### src/rtl/core/fbu_pkg.sv
package fbu_pkg;

    localparam int BYTE_W          = 8;
    localparam int REG_W           = 13;
    localparam int BUF_W           = 32;
    localparam int HELD_W          = 6;
    localparam int APB_DATA_W      = 32;
    localparam int APB_ADDR_W      = 3;
    localparam int COORD_BITS_DEF  = 12;
    localparam int QUEUE_DEPTH_DEF = 2;

    // Bits taken by a full pixel: flag plus three color bytes
    localparam logic [HELD_W-1:0] FULL_PIXEL_BITS = HELD_W'(25);
    localparam logic [HELD_W-1:0] FILL_PIXEL_BITS = HELD_W'(1);
    localparam logic [HELD_W-1:0] BYTE_BITS       = HELD_W'(8);

    localparam logic [BYTE_W-1:0] FILL_RED   = 8'hFF;
    localparam logic [BYTE_W-1:0] FILL_GREEN = 8'h00;
    localparam logic [BYTE_W-1:0] FILL_BLUE  = 8'hFF;

    // Register index, taken from the word address
    typedef enum logic {
        REG_WIDTH  = 1'b0,
        REG_HEIGHT = 1'b1
    } reg_idx_t;

    typedef struct packed {
        logic              valid;
        logic [BYTE_W-1:0] data;
    } queue_head_t;

    typedef struct packed {
        logic [BYTE_W-1:0] red;
        logic [BYTE_W-1:0] green;
        logic [BYTE_W-1:0] blue;
        logic              end_of_row;
        logic              last_of_image;
    } pixel_t;

    // True when the held bits start a pixel that is already complete
    function automatic logic pixel_ready(input logic [BUF_W-1:0] bits,
                                         input logic [HELD_W-1:0] held);
        logic [HELD_W-1:0] top;
        top = held - HELD_W'(1);
        return (held != '0) && (bits[top[4:0]] || (held >= FULL_PIXEL_BITS));
    endfunction

endpackage

### src/rtl/core/fbu_in_queue.sv
module fbu_in_queue #(
    parameter int QUEUE_DEPTH = fbu_pkg::QUEUE_DEPTH_DEF
) (
    input  logic                       clk,
    input  logic                       rst_n,
    input  logic                       in_valid,
    output logic                       in_stall,
    input  logic [fbu_pkg::BYTE_W-1:0] data_byte,
    output fbu_pkg::queue_head_t       head,
    input  logic                       pop
);
    import fbu_pkg::*;

    localparam int PTR_W = (QUEUE_DEPTH > 1) ? $clog2(QUEUE_DEPTH) : 1;
    localparam int CNT_W = $clog2(QUEUE_DEPTH + 1);
    localparam logic [PTR_W-1:0] LAST_PTR = PTR_W'(QUEUE_DEPTH - 1);
    localparam logic [CNT_W-1:0] FULL_CNT = CNT_W'(QUEUE_DEPTH);

    logic [BYTE_W-1:0] store_reg [QUEUE_DEPTH];
    logic [PTR_W-1:0]  wr_ptr_reg, wr_ptr_next;
    logic [PTR_W-1:0]  rd_ptr_reg, rd_ptr_next;
    logic [CNT_W-1:0]  count_reg, count_next;
    logic              push;
    logic              do_pop;

    assign in_stall   = (count_reg == FULL_CNT);
    assign push       = in_valid && !in_stall;
    assign do_pop     = pop && (count_reg != '0);
    assign head.valid = (count_reg != '0);
    assign head.data  = store_reg[rd_ptr_reg];

    // Advance pointers with wrap at the queue depth
    always_comb
    begin
        wr_ptr_next = wr_ptr_reg;
        rd_ptr_next = rd_ptr_reg;
        count_next  = count_reg;
        if (push)
        begin
            wr_ptr_next = (wr_ptr_reg == LAST_PTR) ? '0 : wr_ptr_reg + PTR_W'(1);
        end
        if (do_pop)
        begin
            rd_ptr_next = (rd_ptr_reg == LAST_PTR) ? '0 : rd_ptr_reg + PTR_W'(1);
        end
        if (push && !do_pop)
        begin
            count_next = count_reg + CNT_W'(1);
        end
        else if (do_pop && !push)
        begin
            count_next = count_reg - CNT_W'(1);
        end
    end

    always_ff @(posedge clk or negedge rst_n)
    begin
        if (!rst_n)
        begin
            wr_ptr_reg <= '0;
            rd_ptr_reg <= '0;
            count_reg  <= '0;
        end
        else
        begin
            wr_ptr_reg <= wr_ptr_next;
            rd_ptr_reg <= rd_ptr_next;
            count_reg  <= count_next;
        end
    end

    // Store the incoming item
    always_ff @(posedge clk)
    begin
        if (push)
        begin
            store_reg[wr_ptr_reg] <= data_byte;
        end
    end

endmodule

### src/rtl/core/fbu_pixel_engine.sv
module fbu_pixel_engine #(
    parameter int COORD_BITS = fbu_pkg::COORD_BITS_DEF
) (
    input  logic                      clk,
    input  logic                      rst_n,
    input  fbu_pkg::queue_head_t      head,
    output logic                      pop,
    input  logic [fbu_pkg::REG_W-1:0] image_width,
    input  logic [fbu_pkg::REG_W-1:0] image_height,
    output logic                      out_valid,
    input  logic                      out_stall,
    output fbu_pkg::pixel_t           pixel
);
    import fbu_pkg::*;

    localparam int CW = (COORD_BITS + 1 > REG_W) ? COORD_BITS + 1 : REG_W;
    localparam logic [CW-1:0] MAX_SIZE = CW'({1'b1, {COORD_BITS{1'b0}}});

    logic [BUF_W-1:0]      buf_reg, buf_next;
    logic [HELD_W-1:0]     held_reg, held_next;
    logic [COORD_BITS-1:0] col_reg, col_next;
    logic [COORD_BITS-1:0] row_reg, row_next;
    logic [2:0]            npix_reg, npix_next;
    logic                  busy_reg, busy_next;
    logic                  out_valid_reg, out_valid_next;
    pixel_t                pixel_reg, pixel_next;

    logic [CW-1:0]         width_eff;
    logic [CW-1:0]         height_eff;
    logic [BUF_W-1:0]      merged;
    logic [HELD_W-1:0]     merged_held;
    logic [HELD_W-1:0]     top_idx;
    logic [HELD_W-1:0]     color_shift;
    logic [BUF_W-1:0]      shifted;
    logic [HELD_W-1:0]     held_after;
    logic                  flag;
    logic                  can_emit;
    logic                  eor;
    logic                  last;

    assign out_valid = out_valid_reg;
    assign pixel     = pixel_reg;

    // Clamp the sizes into 1 .. 2^COORD_BITS
    always_comb
    begin
        width_eff  = CW'(image_width);
        height_eff = CW'(image_height);
        if (width_eff == '0)
        begin
            width_eff = CW'(1);
        end
        else if (width_eff > MAX_SIZE)
        begin
            width_eff = MAX_SIZE;
        end
        if (height_eff == '0)
        begin
            height_eff = CW'(1);
        end
        else if (height_eff > MAX_SIZE)
        begin
            height_eff = MAX_SIZE;
        end
    end

    // Pick the next pixel off the top of the bit buffer
    assign merged      = {buf_reg[BUF_W-BYTE_W-1:0], head.data};
    assign merged_held = held_reg + BYTE_BITS;
    assign pop         = !busy_reg && head.valid;
    assign top_idx     = held_reg - HELD_W'(1);
    assign flag        = buf_reg[top_idx[4:0]];
    assign color_shift = held_reg - FULL_PIXEL_BITS;
    assign shifted     = buf_reg >> color_shift[2:0];
    assign held_after  = flag ? held_reg - FILL_PIXEL_BITS : held_reg - FULL_PIXEL_BITS;
    assign can_emit    = busy_reg && (!out_valid_reg || !out_stall);
    assign eor         = (CW'(col_reg) + CW'(1)) >= width_eff;
    assign last        = eor && ((CW'(row_reg) + CW'(1)) >= height_eff);

    always_comb
    begin
        buf_next       = buf_reg;
        held_next      = held_reg;
        col_next       = col_reg;
        row_next       = row_reg;
        npix_next      = npix_reg;
        busy_next      = busy_reg;
        out_valid_next = out_valid_reg;
        pixel_next     = pixel_reg;

        // Drop the output item once taken
        if (out_valid_reg && !out_stall)
        begin
            out_valid_next = 1'b0;
        end

        if (pop)
        begin
            // Load the next byte behind the unread bits
            buf_next  = merged;
            held_next = merged_held;
            npix_next = '0;
            busy_next = pixel_ready(merged, merged_held);
        end
        else if (can_emit)
        begin
            out_valid_next           = 1'b1;
            pixel_next.end_of_row    = eor;
            pixel_next.last_of_image = last;
            if (flag)
            begin
                pixel_next.red   = FILL_RED;
                pixel_next.green = FILL_GREEN;
                pixel_next.blue  = FILL_BLUE;
            end
            else
            begin
                pixel_next.red   = shifted[23:16];
                pixel_next.green = shifted[15:8];
                pixel_next.blue  = shifted[7:0];
            end
            npix_next = npix_reg + 3'd1;
            if (last)
            begin
                // End of image: discard leftover bits and restart counters
                buf_next  = '0;
                held_next = '0;
                col_next  = '0;
                row_next  = '0;
                busy_next = 1'b0;
            end
            else
            begin
                held_next = held_after;
                if (eor)
                begin
                    col_next = '0;
                    row_next = row_reg + COORD_BITS'(1);
                end
                else
                begin
                    col_next = col_reg + COORD_BITS'(1);
                end
                busy_next = (npix_reg != 3'd7) && pixel_ready(buf_reg, held_after);
            end
        end
    end

    always_ff @(posedge clk or negedge rst_n)
    begin
        if (!rst_n)
        begin
            buf_reg       <= '0;
            held_reg      <= '0;
            col_reg       <= '0;
            row_reg       <= '0;
            npix_reg      <= '0;
            busy_reg      <= 1'b0;
            out_valid_reg <= 1'b0;
        end
        else
        begin
            buf_reg       <= buf_next;
            held_reg      <= held_next;
            col_reg       <= col_next;
            row_reg       <= row_next;
            npix_reg      <= npix_next;
            busy_reg      <= busy_next;
            out_valid_reg <= out_valid_next;
        end
    end

    always_ff @(posedge clk)
    begin
        pixel_reg <= pixel_next;
    end

endmodule

### src/rtl/core/flagged_rgb_bitstream_unpacker_core.sv
// Channel   Handshake             Payload
// input     in_valid / in_stall   data_byte
// output    out_valid / out_stall red, green, blue, end_of_row, last_of_image
// config    APB psel/penable      paddr, pwdata, prdata (image_width, image_height)
//
// A byte is loaded into the bit buffer, then the pixel engine emits each pixel it
// completes, one pixel per cycle while out_stall is low and up to eight per byte,
// before it loads the next. A small byte queue keeps accepting while pixels drain.
// Reset clears the queue, bit buffer, counters and output valid; sizes reset to 1.
// in_stall rises only when the queue is full; out_stall holds the output register.
module flagged_rgb_bitstream_unpacker_core #(
    parameter int COORD_BITS  = fbu_pkg::COORD_BITS_DEF,
    parameter int QUEUE_DEPTH = fbu_pkg::QUEUE_DEPTH_DEF
) (
    input  logic                           clk,
    input  logic                           rst_n,
    input  logic                           in_valid,
    output logic                           in_stall,
    input  logic [fbu_pkg::BYTE_W-1:0]     data_byte,
    output logic                           out_valid,
    input  logic                           out_stall,
    output logic [fbu_pkg::BYTE_W-1:0]     red,
    output logic [fbu_pkg::BYTE_W-1:0]     green,
    output logic [fbu_pkg::BYTE_W-1:0]     blue,
    output logic                           end_of_row,
    output logic                           last_of_image,
    input  logic                           psel,
    input  logic                           penable,
    input  logic                           pwrite,
    input  logic [fbu_pkg::APB_ADDR_W-1:0] paddr,
    input  logic [fbu_pkg::APB_DATA_W-1:0] pwdata,
    output logic [fbu_pkg::APB_DATA_W-1:0] prdata,
    output logic                           pready
);
    import fbu_pkg::*;

    logic [REG_W-1:0] width_reg, width_next;
    logic [REG_W-1:0] height_reg, height_next;
    logic             wr_en;
    reg_idx_t         reg_idx;
    queue_head_t      head;
    logic             pop;
    pixel_t           pixel;

    assign pready  = 1'b1;
    assign wr_en   = psel && penable && pwrite && pready;
    assign reg_idx = reg_idx_t'(paddr[2]);

    // Decode register writes
    always_comb
    begin
        width_next  = width_reg;
        height_next = height_reg;
        if (wr_en)
        begin
            case (reg_idx)
                REG_WIDTH:  width_next  = pwdata[REG_W-1:0];
                REG_HEIGHT: height_next = pwdata[REG_W-1:0];
                default:    width_next  = width_reg;
            endcase
        end
    end

    // Return register contents on reads
    always_comb
    begin
        case (reg_idx)
            REG_WIDTH:  prdata = APB_DATA_W'(width_reg);
            REG_HEIGHT: prdata = APB_DATA_W'(height_reg);
            default:    prdata = '0;
        endcase
    end

    always_ff @(posedge clk or negedge rst_n)
    begin
        if (!rst_n)
        begin
            width_reg  <= REG_W'(1);
            height_reg <= REG_W'(1);
        end
        else
        begin
            width_reg  <= width_next;
            height_reg <= height_next;
        end
    end

    fbu_in_queue #(
        .QUEUE_DEPTH (QUEUE_DEPTH)
    ) u_queue (
        .clk       (clk),
        .rst_n     (rst_n),
        .in_valid  (in_valid),
        .in_stall  (in_stall),
        .data_byte (data_byte),
        .head      (head),
        .pop       (pop)
    );

    fbu_pixel_engine #(
        .COORD_BITS (COORD_BITS)
    ) u_engine (
        .clk          (clk),
        .rst_n        (rst_n),
        .head         (head),
        .pop          (pop),
        .image_width  (width_reg),
        .image_height (height_reg),
        .out_valid    (out_valid),
        .out_stall    (out_stall),
        .pixel        (pixel)
    );

    assign red           = pixel.red;
    assign green         = pixel.green;
    assign blue          = pixel.blue;
    assign end_of_row    = pixel.end_of_row;
    assign last_of_image = pixel.last_of_image;

endmodule

### config.mk
export PLATFORM = sky130hd
export DESIGN_NAME = flagged_rgb_bitstream_unpacker_core
export DESIGN_NICKNAME = d
export VERILOG_FILES = /design/src/rtl/core/fbu_pkg.sv /design/src/rtl/core/fbu_in_queue.sv /design/src/rtl/core/fbu_pixel_engine.sv /design/src/rtl/core/flagged_rgb_bitstream_unpacker_core.sv
export SDC_FILE = /design/constraint.sdc
export NUM_CORES = 1
export LEC_CHECK = 0
export BUFFER_PORTS_ARGS = -buffer_cell sky130_fd_sc_hd__buf_2
export CAP_MARGIN = 20
export CORE_MARGIN = 3
export CORE_UTILIZATION = 53
export DETAILED_ROUTE_END_ITERATION = 12
export PLACE_DENSITY = 0.87
export SETUP_SLACK_MARGIN = 0.4
export SLEW_MARGIN = 10
export SYNTH_ARGS = -nofsm -noshare
export SYNTH_HDL_FRONTEND = slang
export SYNTH_SLANG_ARGS = --single-unit
### constraint.sdc
create_clock -name clk -period 3.7 [get_ports clk]
set_clock_uncertainty 0.15 [all_clocks]
set_input_delay 0.74 -clock clk [delete_from_list [all_inputs] [get_ports clk]]
set_output_delay 0.74 -clock clk [all_outputs]
set_load 0.02 [all_outputs]
==> out/qor.yml <==
status:
  status: "completed"
routing:
  drt-wirelength-per-cell_um: 21.6
  drc: 0
  vias_per_cell: 6.55
  vias: 7521
  dr.pass1.iters: 8
  drtIter0Drc: 872
  totalWireLength_um: 24800
  final_antenna_net_count: 0
finish:
  diodes: 0
  final_nets: 1013
  largest_reg_flops: 32
  final_cells: 1148
  area_delta_synth_final_pct: 23.9
  drive_above_1_share_pct: 32.2
global_routing:
  grt_pass1_vias: 6794
  grt_pass1_wl_um: 34900
  antenna_found_initial: 0
  grt_max_degree: 84
  grt_usage_pct: 24.6
  grt_overflow_total: 0
synth:
  ys_seq_area_share_pct: 43.1
  synth_adder_area_share_pct: 5.70
  syn_inst: 812
  synth_xor_area_share_pct: 3.77
  avgSynthCellArea_um2: 10.5
  yosysWarningCount: 0
  synth_top_family_by_area: "multiplexers"
  yosysUniqueCellTypes: 60
  async_flop_share_pct: 69.8
  synthMuxAreaShare_pct: 16.4
  synth_compound_area_share_pct: 13.9
  synth_ff_type: "dfrtp_1"
  ys_ff_latch: 139
  synth-simple-area-share_pct: 12.1
  synth_edf_count: 42
  netlist_area_um2: 8560
clocking:
  cts_root_buf: "clkbuf_16"
  numClockSinks: 139
  numCtsBuffers: 17
  cts_tree: "yes"
  htreeDepth: 4
  clk_latency_ns: 0.44
  clkTransAtPathRegs_ns: 0.06
  clock_path_buffers: 2
timing:
  hold_viol: 0
  slew_headroom_pct: 47.2
  finalMaxSlewViolations: 0
  tns_ns: 0
  max_freq_ghz: 0.271
  rsz0062_at_grt: "yes"
  post-route-period-util_pct: 99.7
  worstMarginPinSlew_ns: 0.788
  timing.final.crit_period_ns: 3.69
  finalSetupViolCount: 0
pwr:
  max-vdd-ir-drop_uv: 607
  leakage_nw: 4.70
  p_per_area_nw_per_um2: 1120
placed_design:
  dp.final_hpwl_um: 13300
  dp.cells: 1070
  io_buffers: 69
  globalplace.congestion: 0.913
worst_hold_path:
  hp-class: "input port to async pin"
flow_run:
  maxCapViolCount: 0
worst_setup_path:
  crit_required_ns: 3.92
  cp-start-kind: "register"
  crit_arrival_ns: 3.91
  worstPathMaxFanout: 5
  setup.worst_path.end_class: "register"
  critical_path_class: "register to register"
die:
  io_pins: 111
  start_util_pct: 55.3
  rows: 45
  core-area_um2: 15500
  die_h_um: 133
  die_x_um: 133
  die-area_um2: 17700
cell usage after synthesis (all sizes together), types with 9 or more instances:
library cell	instances	share of area (%)
o21ai	36	2.1
a22o	35	3.6
buf	35	2.7
xnor2	20	2.0
nand4	11	0.80
mux2	55	7.3
clkbuf	29	1.3
nor3	13	0.82
dfrtp	95	28
o2bb2ai	9	0.92
nor2	41	1.8
nand3	28	1.6
a21oi	20	1.2
mux4	14	3.8
mux2i	45	5.3
ha	39	5.7
o211ai	19	1.7
edfxtp	42	15
xor2	12	1.4
nand2	110	4.8
inv	23	1.0
cells by family after synthesis:
group | Yosys count
compound gates | 166
xor+xnor | 33
fa+ha+maj | 39
buf+inv | 87
flops | 139
mux | 114
other cells | 2
simple gates | 232
power breakdown:
part | internal [mW] | total [mW] | switching [mW]
combinational | 3.16 | 7.16 | 4.00
sequential | 2.34 | 2.93 | 0.595
clock | 1.12 | 1.81 | 0.687
total | 6.62 | 11.9 | 5.28
worst max-delay path: stages (launching register included):
cell	delay, ns
dfrtp_1	0.49
nand2_1	0.18
nor2_4	0.19
nand3_2	0.13
xnor2_2	0.19
ha_1	0.34
nand4_1	0.18
inv_1	0.06
a221o_1	0.34
nand3_2	0.13
a31oi_4	0.12
a211o_4	0.38
buf_6	0.14
buf_6	0.12
o211ai_1	0.26
a22o_1	0.20
cells in the final DEF, fill, tap and decap left out, types with 5 or more instances in the layout:
cell       count
nand2_1      109
dfrtp_1       86
buf_2         68
buf_4         55
mux2_2        53
mux2i_1       43
edfxtp_1      42
a22o_1        35
ha_1          35
nor2_1        32
o21ai_0       22
nand3_1       21
clkbuf_16     21
inv_1         20
conb_1        20
o211ai_1      19
xnor2_1       18
a21oi_1       18
nand4_1       11
mux4_2        11
xor2_1        10
nor3_1        10
o21ai_1        9
dfrtp_2        9
nand2b_1       8
nor2b_1        8
buf_6          8
a21o_1         7
o21a_1         7
nor2_4         6
nand3_2        5
o2bb2ai_2      5
layer usage:
layer	vias to the layer above	part of all wire, %	track usage, %
met3	191	11	6.43
met2	621	47	40.0
li1	3182	-	-
met5	-	0	0
met1	3527	37	31.1
met4	0	5.6	10.9
cell type report:
cell class | count | area [um2]
Multi-Input combinational cell | 604 | 4880
Fill cell | 969 | 4880
Sequential cell | 139 | 3700
Timing Repair Buffer | 139 | 1030
Clock buffer | 21 | 508
Tap cell | 211 | 264
Clock inverter | 11 | 128
Inverter | 23 | 93.8
through the flow:
step	hold WS, ns	power [mW]	utilization [%]	setup slack (ns)	cell area [um2]
global placement	0.326	8.55	59.1	0.129	9150
floorplan	0.294	7.40	-	0.345	8720
finish	0.0471	11.9	68.5	0.00982	10600
CTS	0.334	11.0	66.1	0.329	10200
detailed placement	0.340	8.73	59.1	0.0189	9150
global route	0.0611	12.5	68.5	0.0227	10600
path summary, 6_finish.rpt:
kind / start / end / slack [ns] / cells past startpoint
max: u_engine.row_reg[5] / u_engine.row_reg[2] / 0.01 / 15
min: rst_n / u_queue.wr_ptr_reg / 0.05 / 1
max reg2reg: u_engine.row_reg[5] / u_engine.row_reg[2] / 0.01 / 15
min reg2reg: u_engine.npix_reg[1] / u_engine.npix_reg[1] / 0.36 / 1
max in group asynchronous: rst_n / height_reg[0] / 2.45 / 3
min in group clk: data_byte[6] / u_queue.store_reg[0][6] / 0.34 / 1
what timing repair did:
action / CTS / global route
setup endpoints to repair: 89 / 89
gates resized for setup: 42 / 50
hold buffers: 0 / 0
buffers inserted: 26 / 16
gates cloned: 2 / 1
pin swaps: 22 / 31
(Power assumes the default switching activity.)
